File: config.mk
export PLATFORM = sky130hd
export DESIGN_NAME = header_csv_tokenizer
export DESIGN_NICKNAME = d
export VERILOG_FILES = /design/src/design/hct_pkg.sv /design/src/design/header_csv_tokenizer.sv /design/src/design/hct_core.sv
export VERILOG_INCLUDE_DIRS = /design/src /design/src/design
export SDC_FILE = /design/constraint.sdc
export NUM_CORES = 1
export LEC_CHECK = 0
export ABC_AREA = 1
export BUFFER_PORTS_ARGS = -buffer_cell sky130_fd_sc_hd__buf_2
export CELL_PAD_IN_SITES_DETAIL_PLACEMENT = 1
export CELL_PAD_IN_SITES_GLOBAL_PLACEMENT = 1
export CORE_ASPECT_RATIO = 0.5
export CORE_MARGIN = 1.5
export CORE_UTILIZATION = 45
export DETAILED_ROUTE_END_ITERATION = 10
export GPL_ROUTABILITY_DRIVEN = 0
export GPL_TIMING_DRIVEN = 1
export PLACE_DENSITY_LB_ADDON = 0.1
export REMOVE_ABC_BUFFERS = 1
export SLEW_MARGIN = 20
export SYNTH_ARGS = -nofsm -noshare
export SYNTH_HDL_FRONTEND = slang
export SYNTH_SLANG_ARGS = --single-unit
File: constraint.sdc
create_clock -name clk -period 16 [get_ports clk]
set_clock_uncertainty 0.1 [all_clocks]
set_input_delay 0.8 -clock clk [delete_from_list [all_inputs] [get_ports clk]]
set_output_delay 0.8 -clock clk [all_outputs]
set_load 0.01 [all_outputs]
File: src/design/header_csv_tokenizer_macros.svh
// ----------------------------------------------------------------------------
// header_csv_tokenizer_macros
// assertion macros used by the tokenizer rtl, empty in synthesis
// ----------------------------------------------------------------------------
`ifndef HEADER_CSV_TOKENIZER_MACROS_SVH
`define HEADER_CSV_TOKENIZER_MACROS_SVH

`ifndef SYNTHESIS

// same-cycle implication
`define HCT_ASSERT_IMPL(name, clk, rst_n, ante, cons) \
    name: assert property (@(posedge clk) disable iff (!rst_n) (ante) |-> (cons)) \
        else $error("hct assertion failed");

// next-cycle implication
`define HCT_ASSERT_NEXT(name, clk, rst_n, ante, cons) \
    name: assert property (@(posedge clk) disable iff (!rst_n) (ante) |=> (cons)) \
        else $error("hct assertion failed");

`else

`define HCT_ASSERT_IMPL(name, clk, rst_n, ante, cons)
`define HCT_ASSERT_NEXT(name, clk, rst_n, ante, cons)

`endif

`endif

File: src/design/hct_pkg.sv
// ----------------------------------------------------------------------------
// hct_pkg
// constants, register codes and beat type of the header value tokenizer
// ----------------------------------------------------------------------------
`timescale 1ns / 1ps

package hct_pkg;

    // default longest value, in bytes
    localparam int MAX_VALUE_LEN = 4096;

    // running token index width
    localparam int IDX_W = 16;

    // byte codes
    localparam logic [7:0] QUOTE_BYTE  = 8'h22;
    localparam logic [7:0] BSLASH_BYTE = 8'h5C;
    localparam logic [7:0] SPACE_BYTE  = 8'h20;
    localparam logic [7:0] TAB_BYTE    = 8'h09;

    // register defaults
    localparam logic [7:0] SEPARATOR_RESET  = 8'd44;
    localparam logic       TRACK_DUPS_RESET = 1'b1;

    // register map, index taken from paddr[2]
    localparam int APB_ADDR_W = 3;
    localparam logic REG_SEPARATOR  = 1'b0;
    localparam logic REG_TRACK_DUPS = 1'b1;

    // one input beat
    typedef struct packed {
        logic [7:0] value_byte;
        logic       first_of_value;
        logic       is_duplicate;
        logic       last_of_value;
    } in_beat_t;

endpackage

File: src/design/header_csv_tokenizer.sv
// a beat is held in the input register, and its result is then held in the result register
// throughput: one byte per cycle while results are taken, per-byte state loop in hct_core
// beats that give no result pass through without using the output register
// reset: asynchronous, clears tokenizer state and both beat valid flags,
// and loads separator 44 and track_dups 1
// ----------------------------------------------------------------------------
// header_csv_tokenizer
// splits header field values into comma-list tokens, one byte per beat
// ----------------------------------------------------------------------------
`timescale 1ns / 1ps
`include "header_csv_tokenizer_macros.svh"

module header_csv_tokenizer #(
    parameter int MAX_VALUE_LEN = hct_pkg::MAX_VALUE_LEN,
    localparam int OFF_W = $clog2(MAX_VALUE_LEN),
    localparam int LEN_W = OFF_W + 1,
    localparam int FLD_W = OFF_W + LEN_W + hct_pkg::IDX_W,
    localparam int TDATA_W = ((FLD_W + 7) / 8) * 8
) (
    input  logic                          clk,
    input  logic                          rst_n,
    // input stream
    input  logic                          s_tvalid,
    output logic                          s_tready,
    input  logic [7:0]                    s_tdata,  // value_byte
    input  logic [1:0]                    s_tuser,  // first_of_value, is_duplicate
    input  logic                          s_tlast,  // last_of_value
    // result stream
    output logic                          m_tvalid,
    input  logic                          m_tready,
    output logic [TDATA_W-1:0]            m_tdata,  // token_start, token_length,
                                                    // token_index, zero pad
    output logic [1:0]                    m_tuser,  // token_valid, too_long
    output logic                          m_tlast,  // end_of_value
    // configuration
    input  logic                          psel,
    input  logic                          penable,
    input  logic                          pwrite,
    input  logic [hct_pkg::APB_ADDR_W-1:0] paddr,
    input  logic [31:0]                   pwdata,
    output logic [31:0]                   prdata,
    output logic                          pready
);

    // configuration registers
    logic [7:0] separator_reg;
    logic       track_dups_reg;
    logic       cfg_write;
    logic       reg_sel;

    // input register
    logic              in_valid_reg;
    hct_pkg::in_beat_t in_beat_reg;
    logic              advance;
    logic              out_free;

    // core result
    logic                      emit;
    logic                      token_valid;
    logic [OFF_W-1:0]          token_start;
    logic [LEN_W-1:0]          token_length;
    logic [hct_pkg::IDX_W-1:0] token_index;
    logic                      end_of_value;
    logic                      too_long;

    // result register
    logic                 out_valid_reg;
    logic [TDATA_W-1:0]   out_data_reg;
    logic [1:0]           out_user_reg;
    logic                 out_last_reg;

    // apb register file
    assign pready    = 1'b1;
    assign reg_sel   = paddr[2];
    assign cfg_write = psel && penable && pwrite && pready;

    always_ff @(posedge clk or negedge rst_n)
    begin
        if (!rst_n)
        begin
            separator_reg  <= hct_pkg::SEPARATOR_RESET;
            track_dups_reg <= hct_pkg::TRACK_DUPS_RESET;
        end
        else if (cfg_write)
        begin
            unique case (reg_sel)
                hct_pkg::REG_SEPARATOR:  separator_reg  <= pwdata[7:0];
                hct_pkg::REG_TRACK_DUPS: track_dups_reg <= pwdata[0];
                default: ;
            endcase
        end
    end

    always_comb
    begin
        unique case (reg_sel)
            hct_pkg::REG_SEPARATOR:  prdata = {24'd0, separator_reg};
            hct_pkg::REG_TRACK_DUPS: prdata = {31'd0, track_dups_reg};
            default:                 prdata = '0;
        endcase
    end

    // handshake: a beat leaves the input register when it gives no result or its result has room
    assign out_free = !out_valid_reg || m_tready;
    assign advance  = in_valid_reg && (!emit || out_free);
    assign s_tready = !in_valid_reg || advance;

    always_ff @(posedge clk or negedge rst_n)
    begin
        if (!rst_n)
            in_valid_reg <= 1'b0;
        else if (s_tready)
            in_valid_reg <= s_tvalid;
    end

    always_ff @(posedge clk)
    begin
        if (s_tready && s_tvalid)
        begin
            in_beat_reg.value_byte     <= s_tdata;
            in_beat_reg.first_of_value <= s_tuser[0];
            in_beat_reg.is_duplicate   <= s_tuser[1];
            in_beat_reg.last_of_value  <= s_tlast;
        end
    end

    hct_core #(
        .MAX_VALUE_LEN (MAX_VALUE_LEN)
    ) u_core (
        .clk          (clk),
        .rst_n        (rst_n),
        .step         (advance),
        .beat         (in_beat_reg),
        .separator    (separator_reg),
        .track_dups   (track_dups_reg),
        .emit         (emit),
        .token_valid  (token_valid),
        .token_start  (token_start),
        .token_length (token_length),
        .token_index  (token_index),
        .end_of_value (end_of_value),
        .too_long     (too_long)
    );

    // result register
    always_ff @(posedge clk or negedge rst_n)
    begin
        if (!rst_n)
            out_valid_reg <= 1'b0;
        else if (out_free)
            out_valid_reg <= advance && emit;
    end

    always_ff @(posedge clk)
    begin
        if (out_free && advance && emit)
        begin
            out_data_reg <= TDATA_W'({token_index, token_length, token_start});
            out_user_reg <= {too_long, token_valid};
            out_last_reg <= end_of_value;
        end
    end

    assign m_tvalid = out_valid_reg;
    assign m_tdata  = out_data_reg;
    assign m_tuser  = out_user_reg;
    assign m_tlast  = out_last_reg;

    // a result that does not close a value always carries a token
    `HCT_ASSERT_IMPL(a_mid_result_has_token, clk, rst_n, out_valid_reg && !out_last_reg,
        out_user_reg[0])

    // a reported token is never empty
    `HCT_ASSERT_IMPL(a_token_not_empty, clk, rst_n, out_valid_reg && out_user_reg[0],
        out_data_reg[OFF_W +: LEN_W] != '0)

    // input side only stalls while a beat is held
    `HCT_ASSERT_IMPL(a_stall_needs_beat, clk, rst_n, !s_tready, in_valid_reg)

    // a held beat keeps its payload until it moves on
    `HCT_ASSERT_NEXT(a_held_beat_stable, clk, rst_n, in_valid_reg && !advance,
        in_valid_reg && $stable(in_beat_reg))

endmodule

File: src/design/hct_core.sv
// ----------------------------------------------------------------------------
// hct_core
// per-byte tokenizer state and result logic for one registered beat
// ----------------------------------------------------------------------------
`timescale 1ns / 1ps

module hct_core #(
    parameter int MAX_VALUE_LEN = hct_pkg::MAX_VALUE_LEN,
    localparam int OFF_W = $clog2(MAX_VALUE_LEN),
    localparam int LEN_W = OFF_W + 1,
    localparam int POS_W = OFF_W + 1
) (
    input  logic                    clk,
    input  logic                    rst_n,
    input  logic                    step,
    input  hct_pkg::in_beat_t       beat,
    input  logic [7:0]              separator,
    input  logic                    track_dups,
    output logic                    emit,
    output logic                    token_valid,
    output logic [OFF_W-1:0]        token_start,
    output logic [LEN_W-1:0]        token_length,
    output logic [hct_pkg::IDX_W-1:0] token_index,
    output logic                    end_of_value,
    output logic                    too_long
);

    localparam logic [POS_W-1:0] POS_MAX  = POS_W'(MAX_VALUE_LEN);
    localparam logic [OFF_W-1:0] OFF_LAST = OFF_W'(MAX_VALUE_LEN - 1);

    // state
    logic                      in_quote_reg;
    logic                      prev_bs_reg;
    logic [POS_W-1:0]          pos_reg;
    logic                      have_reg;
    logic [OFF_W-1:0]          first_ns_reg;
    logic [OFF_W-1:0]          last_ns_reg;
    logic                      first_q_reg;
    logic                      last_q_reg;
    logic [hct_pkg::IDX_W-1:0] tokens_reg;
    logic                      ignoring_reg;
    logic                      ovf_reg;

    // state after a first-byte clear
    logic                      c_inq;
    logic                      c_bs;
    logic [POS_W-1:0]          c_pos;
    logic                      c_have;
    logic [OFF_W-1:0]          c_first;
    logic [OFF_W-1:0]          c_last;
    logic                      c_fq;
    logic                      c_lq;
    logic                      c_ovf;
    logic [hct_pkg::IDX_W-1:0] tokens_base;
    logic                      ignoring_next;

    // per-byte work
    logic                      sat;
    logic [OFF_W-1:0]          off;
    logic [POS_W-1:0]          pos_next;
    logic                      ovf_next;
    logic                      is_quote;
    logic                      brk;
    logic                      inq_u;
    logic                      kept;
    logic                      have_u;
    logic [OFF_W-1:0]          first_u;
    logic [OFF_W-1:0]          last_u;
    logic                      fq_u;
    logic                      lq_u;
    logic                      closes;
    logic [LEN_W-1:0]          len0;
    logic [LEN_W-1:0]          len_a;
    logic [LEN_W-1:0]          len_b;
    logic [OFF_W-1:0]          start_a;
    logic                      tok_ok;

    // clear on first byte, then trim, quote and split
    always_comb
    begin
        tokens_base   = tokens_reg;
        ignoring_next = ignoring_reg;
        c_inq   = in_quote_reg;
        c_bs    = prev_bs_reg;
        c_pos   = pos_reg;
        c_have  = have_reg;
        c_first = first_ns_reg;
        c_last  = last_ns_reg;
        c_fq    = first_q_reg;
        c_lq    = last_q_reg;
        c_ovf   = ovf_reg;
        if (beat.first_of_value)
        begin
            if (!beat.is_duplicate)
            begin
                ignoring_next = 1'b0;
                tokens_base   = '0;
            end
            else if (!track_dups)
            begin
                ignoring_next = 1'b1;
            end
            c_inq   = 1'b0;
            c_bs    = 1'b0;
            c_pos   = '0;
            c_have  = 1'b0;
            c_first = '0;
            c_last  = '0;
            c_fq    = 1'b0;
            c_lq    = 1'b0;
            c_ovf   = 1'b0;
        end

        // offset, saturating
        sat      = (c_pos >= POS_MAX);
        off      = sat ? OFF_LAST : c_pos[OFF_W-1:0];
        pos_next = sat ? c_pos : c_pos + POS_W'(1);
        ovf_next = c_ovf | sat;

        // quote tracking, a backslash before a quote keeps the quote open
        is_quote = (beat.value_byte == hct_pkg::QUOTE_BYTE);
        brk      = !is_quote && (beat.value_byte == separator) && !c_inq;
        if (is_quote)
            inq_u = c_inq ? c_bs : 1'b1;
        else
            inq_u = c_inq;

        // extent of the trimmed token
        kept    = !brk && (beat.value_byte != hct_pkg::SPACE_BYTE)
                  && (beat.value_byte != hct_pkg::TAB_BYTE);
        have_u  = c_have | kept;
        first_u = (kept && !c_have) ? off : c_first;
        fq_u    = (kept && !c_have) ? is_quote : c_fq;
        last_u  = kept ? off : c_last;
        lq_u    = kept ? is_quote : c_lq;

        // token length after dropping one quote at each end
        closes  = brk || beat.last_of_value;
        len0    = {1'b0, last_u} - {1'b0, first_u} + LEN_W'(1);
        len_a   = fq_u ? len0 - LEN_W'(1) : len0;
        start_a = fq_u ? first_u + OFF_W'(1) : first_u;
        len_b   = ((len_a != '0) && lq_u) ? len_a - LEN_W'(1) : len_a;
        tok_ok  = !ignoring_next && closes && have_u && (len_b != '0);

        // result
        emit         = !ignoring_next && closes && (tok_ok || beat.last_of_value);
        token_valid  = tok_ok;
        token_start  = tok_ok ? start_a : '0;
        token_length = tok_ok ? len_b : '0;
        token_index  = tok_ok ? tokens_base : '0;
        end_of_value = beat.last_of_value;
        too_long     = ovf_next;
    end

    // state update per accepted beat
    always_ff @(posedge clk or negedge rst_n)
    begin
        if (!rst_n)
        begin
            in_quote_reg <= 1'b0;
            prev_bs_reg  <= 1'b0;
            pos_reg      <= '0;
            have_reg     <= 1'b0;
            first_ns_reg <= '0;
            last_ns_reg  <= '0;
            first_q_reg  <= 1'b0;
            last_q_reg   <= 1'b0;
            tokens_reg   <= '0;
            ignoring_reg <= 1'b0;
            ovf_reg      <= 1'b0;
        end
        else if (step)
        begin
            ignoring_reg <= ignoring_next;
            tokens_reg   <= tok_ok ? tokens_base + hct_pkg::IDX_W'(1) : tokens_base;
            if (ignoring_next)
            begin
                in_quote_reg <= c_inq;
                prev_bs_reg  <= c_bs;
                pos_reg      <= c_pos;
                have_reg     <= c_have;
                first_ns_reg <= c_first;
                last_ns_reg  <= c_last;
                first_q_reg  <= c_fq;
                last_q_reg   <= c_lq;
                ovf_reg      <= c_ovf;
            end
            else if (beat.last_of_value)
            begin
                in_quote_reg <= 1'b0;
                prev_bs_reg  <= 1'b0;
                pos_reg      <= '0;
                have_reg     <= 1'b0;
                first_ns_reg <= '0;
                last_ns_reg  <= '0;
                first_q_reg  <= 1'b0;
                last_q_reg   <= 1'b0;
                ovf_reg      <= 1'b0;
            end
            else
            begin
                in_quote_reg <= closes ? 1'b0 : inq_u;
                prev_bs_reg  <= (beat.value_byte == hct_pkg::BSLASH_BYTE);
                pos_reg      <= pos_next;
                have_reg     <= closes ? 1'b0 : have_u;
                first_ns_reg <= first_u;
                last_ns_reg  <= last_u;
                first_q_reg  <= fq_u;
                last_q_reg   <= lq_u;
                ovf_reg      <= ovf_next;
            end
        end
    end

endmodule
After elaboration in Yosys (flattened, before gate mapping)
Cells that the tools add are included.

cells by class
  $add $sub $neg = 7
  $lt $le $gt $ge = 1
  equality and inequality tests = 5
  multiplexer cells = 47
  bitwise gates (word level) = 3
  reductions and logical operators = 34

operator list
  operator                 number
  $mux W12                 10
  $mux W13                 6
  $pmux W32 S2             1
  $mux W16                 3
  $mux W1                  27
  $add A13 B1 Y13 const B  2
  $reduce_bool A13 Y1      2
  $sub A13 B1 Y13 const B  2
  $logic_and A1 B1 Y1      17
  $add A16 B1 Y16 const B  1
  $ge A13 B13 Y1 const B   1
  $sub A12 B12 Y13         1
  $add A12 B1 Y12 const B  1
  $eq A8 B6 Y1 const B     1
  $eq A8 B7 Y1 const B     1
  $eq A8 B8 Y1             1
  $logic_not A1 Y1         8
  $ne A8 B4 Y1 const B     1
  $ne A8 B6 Y1 const B     1
  $logic_or A1 B1 Y1       5
  $reduce_and A2 Y1        2
  $or A1 B1 Y1             2
  $not A1 Y1               1

word-level totals
  register bits = 126
  bits of input ports = 53
  logic and storage cells = 119

Longest topological paths before layout
  word-level depth = 25
  depth in mapped cells = 46

Hierarchy
Synthesis repeated with hierarchy kept, for this count alone.

second synthesis, totals
  cells, all modules = 1222
  area, all modules = 8773.4 µm²

modules (own cells, without submodules)
  module                times used  cells an instance  area an instance (µm²)  sequential area each (µm²)
  hct_core              1           1059               6321.1                  1501.4
  header_csv_tokenizer  1           163                2452.4                  1931.9

Least setup slack after synthesis
OpenSTA, ideal clock, no wires.

  path kind = register to register
  from = register separator_reg[5]
  to = register out_data_reg[0], in the netlist m_tdata[0] (enable)
  arrival time = 6.752 ns
  required time = 15.455 ns
  slack = 8.703 ns
  stages on the path, launching flop included = 38
  period minus slack after synthesis = 7.297 ns
  cells stage by stage = dfstp_2 xnor2_1 nand2_1 nor2_1 nand3_2 nand3_2 clkbuf_1 inv_1 o21ai_0 inv_1 ha_1 inv_1 ha_1 fa_1 nand3_1 nand3b_1 nand2_1 nand2_1 [2 not listed] nand2_1 nand2_1 nand2_2 nand2_1 nor2_2 nand3_2 o21ai_1 buf_4 nand2_1 nand2_1 nor2_1 nand2_1 nor2_1 nand2_4 nand2_2 nand2_2 nand2_1 nor2_1

on the way
  cells in the longest elaborated chain, start to end = 24
  elaborated cells on any way between the ends = 32
  those cells by class = 4 x add/sub; 1 x eq/ne; 6 x mux; 1 x bitwise; 20 x reduce/logical

ends and longest elaborated chain
  element                                                                    RTL line                     text
  from (decl)                                                                header_csv_tokenizer.sv:46   logic [7:0] separator_reg;
  from (signal assigned)                                                     header_csv_tokenizer.sv:81   separator_reg <= hct_pkg::SEPARATOR_RESET;
  from (signal assigned)                                                     header_csv_tokenizer.sv:87   hct_pkg::REG_SEPARATOR: separator_reg <= pwdata[7:0];
  $eq A8 B8 Y1 *                                                             hct_core.sv:122              brk = !is_quote && (beat.value_byte == separator) && !c_inq;
  $logic_and A1 B1 Y1 * (2 in series)                                        hct_core.sv:122
  parallel branches: the longest is 15 deep, another holds $sub A12 B12 Y13  -
  $logic_and A1 B1 Y1 *                                                      hct_core.sv:146              emit = !ignoring_next && closes && (tok_ok || beat.last_of_value);
  $logic_not A1 Y1                                                           header_csv_tokenizer.sv:105  assign advance = in_valid_reg && (!emit || out_free);
  $logic_or A1 B1 Y1                                                         header_csv_tokenizer.sv:105
  $logic_and A1 B1 Y1                                                        header_csv_tokenizer.sv:105
  $logic_and A1 B1 Y1                                                        header_csv_tokenizer.sv:156  if (out_free && advance && emit)
  $logic_and A1 B1 Y1 *                                                      header_csv_tokenizer.sv:156
  to (signal assigned)                                                       header_csv_tokenizer.sv:158  out_data_reg <= TDATA_W'({token_index, token_length, token_start});
  to (decl)                                                                  header_csv_tokenizer.sv:68   logic [TDATA_W-1:0] out_data_reg;

Every way passes the cells marked *.
A chain may end at the register's enable or synchronous reset.

Final worst setup path
  from = register in_beat_reg[2] (netlist name)
  to = output port s_tready

on the way
  cells in the longest elaborated chain, start to end = 23
  elaborated cells on any way between the ends = 42
  those cells by class = 4 x add/sub; 1 x order compare; 15 x mux; 1 x bitwise; 21 x reduce/logical

ends and longest elaborated chain
  element                                                                  RTL line                     text
  from (decl)                                                              header_csv_tokenizer.sv:53   hct_pkg::in_beat_t in_beat_reg;
  parallel branches: the longest is 18 deep, another holds $ge A13 B13 Y1  -
  $logic_and A1 B1 Y1 *                                                    hct_core.sv:146
  $logic_not A1 Y1 *                                                       header_csv_tokenizer.sv:105
  $logic_or A1 B1 Y1 *                                                     header_csv_tokenizer.sv:105
  $logic_and A1 B1 Y1 *                                                    header_csv_tokenizer.sv:105
  $logic_or A1 B1 Y1 *                                                     header_csv_tokenizer.sv:106  assign s_tready = !in_valid_reg || advance;
  to (decl)                                                                header_csv_tokenizer.sv:24   output logic s_tready,

Marks and branches as above.

==> results.json <==
{
  "run_status": "complete, no violations",
  "grt.overflow.total": 0,
  "io_buffers": 80,
  "powerDensity_nw_per_um2": 139,
  "htree_levels": 4,
  "synth_warnings": 0,
  "start_kind": "flip-flop",
  "synth_flop_cell": "dfrtp_1",
  "min_path_type": "reg -> reg",
  "dp_slack_ns": 7.39,
  "hold_buffers": 0,
  "hpwl_mm": 20.0,
  "crit_arrival_ns": 7.94,
  "yosys.area.top_type": "dfrtp_1",
  "drive_gt1_share_pct": 11.2,
  "synth_edf_count": 55,
  "grt_first_pass_wirelength_mm": 47.7,
  "row_count": 36,
  "fin_setup_tns_ns": 0,
  "routed_wl_mm": 28.8,
  "syn_to_final_growth_pct": 10.2,
  "cts_tree": "yes",
  "yosysSeqAreaShare_pct": 37.1,
  "synth_cell_types": 41,
  "wl_per_cell_um": 17.3,
  "synth_most_common_cell": "nand2_1",
  "finalMaxSlewViolations": 0,
  "clk_latency_ns": 0.44,
  "design_area_um2": 10200,
  "synthMuxAreaShare_pct": 0,
  "syn_inst": 1333,
  "holdWs_ns": 0.375,
  "antenna_found_initial": 1,
  "synth_xor_area_share_pct": 3.59,
  "cts_root_buf": "clkbuf_16",
  "crit_required_ns": 15.10,
  "irDropWorstVdd_mv": 0.0862,
  "yosys.area.top_type_share_pct": 18.1,
  "rsz0062_at_grt": "no",
  "grtUsageTotal_pct": 28.1,
  "die-height_um": 104,
  "first_pass_iters": 5,
  "multi_input_area_um2": 4880,
  "start_util_pct": 46.7,
  "avgSynthCellArea_um2": 6.95,
  "core_area_um2": 19800,
  "largest_reg_flops": 41,
  "setup_viol": 0,
  "synthAdderAreaFrac_pct": 4.13,
  "fillers": 2659,
  "clockBufferDepth": 2,
  "fin_crit_ns": 8.84,
  "synth_seq_cells": 126,
  "syn_area_um2": 9270,
  "cts-resized-gates": 0,
  "synthTopCellsByCount": "nand2_1, nand3_1, nor2_1, inv_1, dfrtp_1",
  "via_per_inst": 5.42,
  "max_freq_ghz": 0.113,
  "vias": 9016,
  "clkSinkCount": 126,
  "slew-limit-headroom_pct": 34.7,
  "regArea_um2": 3430,
  "drc_errors": 0,
  "critical_path_class": "reg -> out",
  "die_w_um": 206,
  "tightest_slew_ns": 0.980,
  "period_share_pct": 55.3,
  "cp-end-kind": "output port",
  "postCtsSetupBuffers": 0,
  "grt_pass1_vias": 9205,
  "clk_pin_slew_worst_paths_ns": 0.06,
  "worst_path_max_delay_cell": "o21ai_1",
  "synthSimpleGateAreaFrac_pct": 37.7,
  "placed_area_um2": 9630,
  "grt_max_degree": 72,
  "drv_cap": 0,
  "drt_iter0_markers": 604,
  "synth_area_leaders": "dfrtp_1, edfxtp_1, nand2_1",
  "synth-compound-area-share_pct": 5.91,
  "synth_top_family_by_area": "simple AND/OR/NAND/NOR gates",
  "numCtsBuffers": 17,
  "diodes": 0,
  "nNetsFinal": 1469,
  "ant_nets": 0,
  "finalHoldViolations": 0,
  "cpPeakStageDelay_ns": 0.65,
  "ios": 139,
  "setup_ws_ns": 7.16,
  "die_area_um2": 21500,
  "worst-path-max-fanout": 55,
  "static-leakage-power_nw": 5.15,
  "crit_top_cell": "nand2_1",
  "ys_async_sr_fraction_pct": 56.3
}
cells in the final DEF, fill, tap and decap left out, types with 4 or more instances in the layout:
cell	Yosys	layout
a21oi_1	34	34
a31oi_1	12	12
buf_2	8	80
buf_4	36	6
clkbuf_1	22	4
clkbuf_16	0	17
conb_1	2	32
dfrtp_1	67	66
dfstp_2	4	4
edfxtp_1	55	55
ha_1	29	29
inv_1	135	135
inv_2	7	7
nand2_1	402	402
nand2_2	10	10
nand3_1	167	167
nand3b_1	6	6
nand4_1	20	20
nor2_1	157	156
nor2_2	7	7
nor3_1	17	17
nor3b_1	4	4
nor4_1	7	7
o21ai_0	38	38
o22ai_1	9	9
or2_2	5	5
xnor2_1	8	8
xor2_1	30	30
power by group:
| group | leakage, nW | total, mW | internal (mW) | switching [mW] |
|---|---|---|---|---|
| sequential | 1.48 | 0.413 | 0.386 | 0.0271 |
| combinational | 3.39 | 0.601 | 0.164 | 0.437 |
| clock | 0.279 | 0.402 | 0.244 | 0.158 |
stage by stage:
stage | power [mW] | instances | util [%]
2_1_floorplan | 0.829 | 1281 | -
3_3_place_gp | 0.979 | 1633 | 48.6
3_5_place_dp | 1.01 | 1633 | 48.6
4_1_cts | 1.42 | 1665 | 51.5
5_1_grt | 1.51 | 1665 | 51.5
6_report | 1.42 | 1665 | 51.5
worst paths after layout:
check                      slack [ns]  cells after the start              start                      end
min reg2reg                      0.38                      2  u_core.pos_reg[8]        u_core.pos_reg[8]
max reg2reg                      7.18                     42     in_beat_reg[2]  u_core.first_ns_reg[11]
min in group asynchronous        0.50                      2              rst_n        u_core.pos_reg[9]
max in group asynchronous       14.64                      2              rst_n             in_valid_reg
max                              7.16                     40     in_beat_reg[2]                 s_tready
min                              0.38                      2  u_core.pos_reg[8]        u_core.pos_reg[8]
layout make-up:
type                    instances  area share, %
repair buffers                 86           4.36
clock buffers                  21           4.31
flip-flops and latches        126           33.6
multi-input cells            1012           47.8
well taps                     266           3.26
clock inverters                11           1.38
inverters                     143           5.26
worst max-delay path, delay by kind of cell (launching register included):
kind,cells,cell delay (ns)
buffers and inverters,7,1.36
adders and majority gates,3,1.05
AOI/OAI and AO/OA,2,0.84
and+or+nand+nor,28,3.59
DFF,1,0.60
logic make-up (layout without fill, tap and decap cells):
family | Yosys count | after routing
buf+inv | 225 | 261
simple gates | 811 | 811
fa+ha+maj | 30 | 30
compound gates | 101 | 101
other cells | 2 | 32
xor+xnor | 38 | 38
flops | 126 | 126
per-layer routing:
| layer | track usage [%] | vias to the layer above | routed length (um) |
|---|---|---|---|
| met5 | 0 | - | 8 |
| li1 | - | 4352 | - |
| met2 | 44.9 | 228 | 13100 |
| met1 | 39.5 | 4404 | 14000 |
| met4 | 6.00 | 2 | 301 |
| met3 | 5.04 | 30 | 1410 |
No activity file was read; power rests on OpenSTA's default activity.
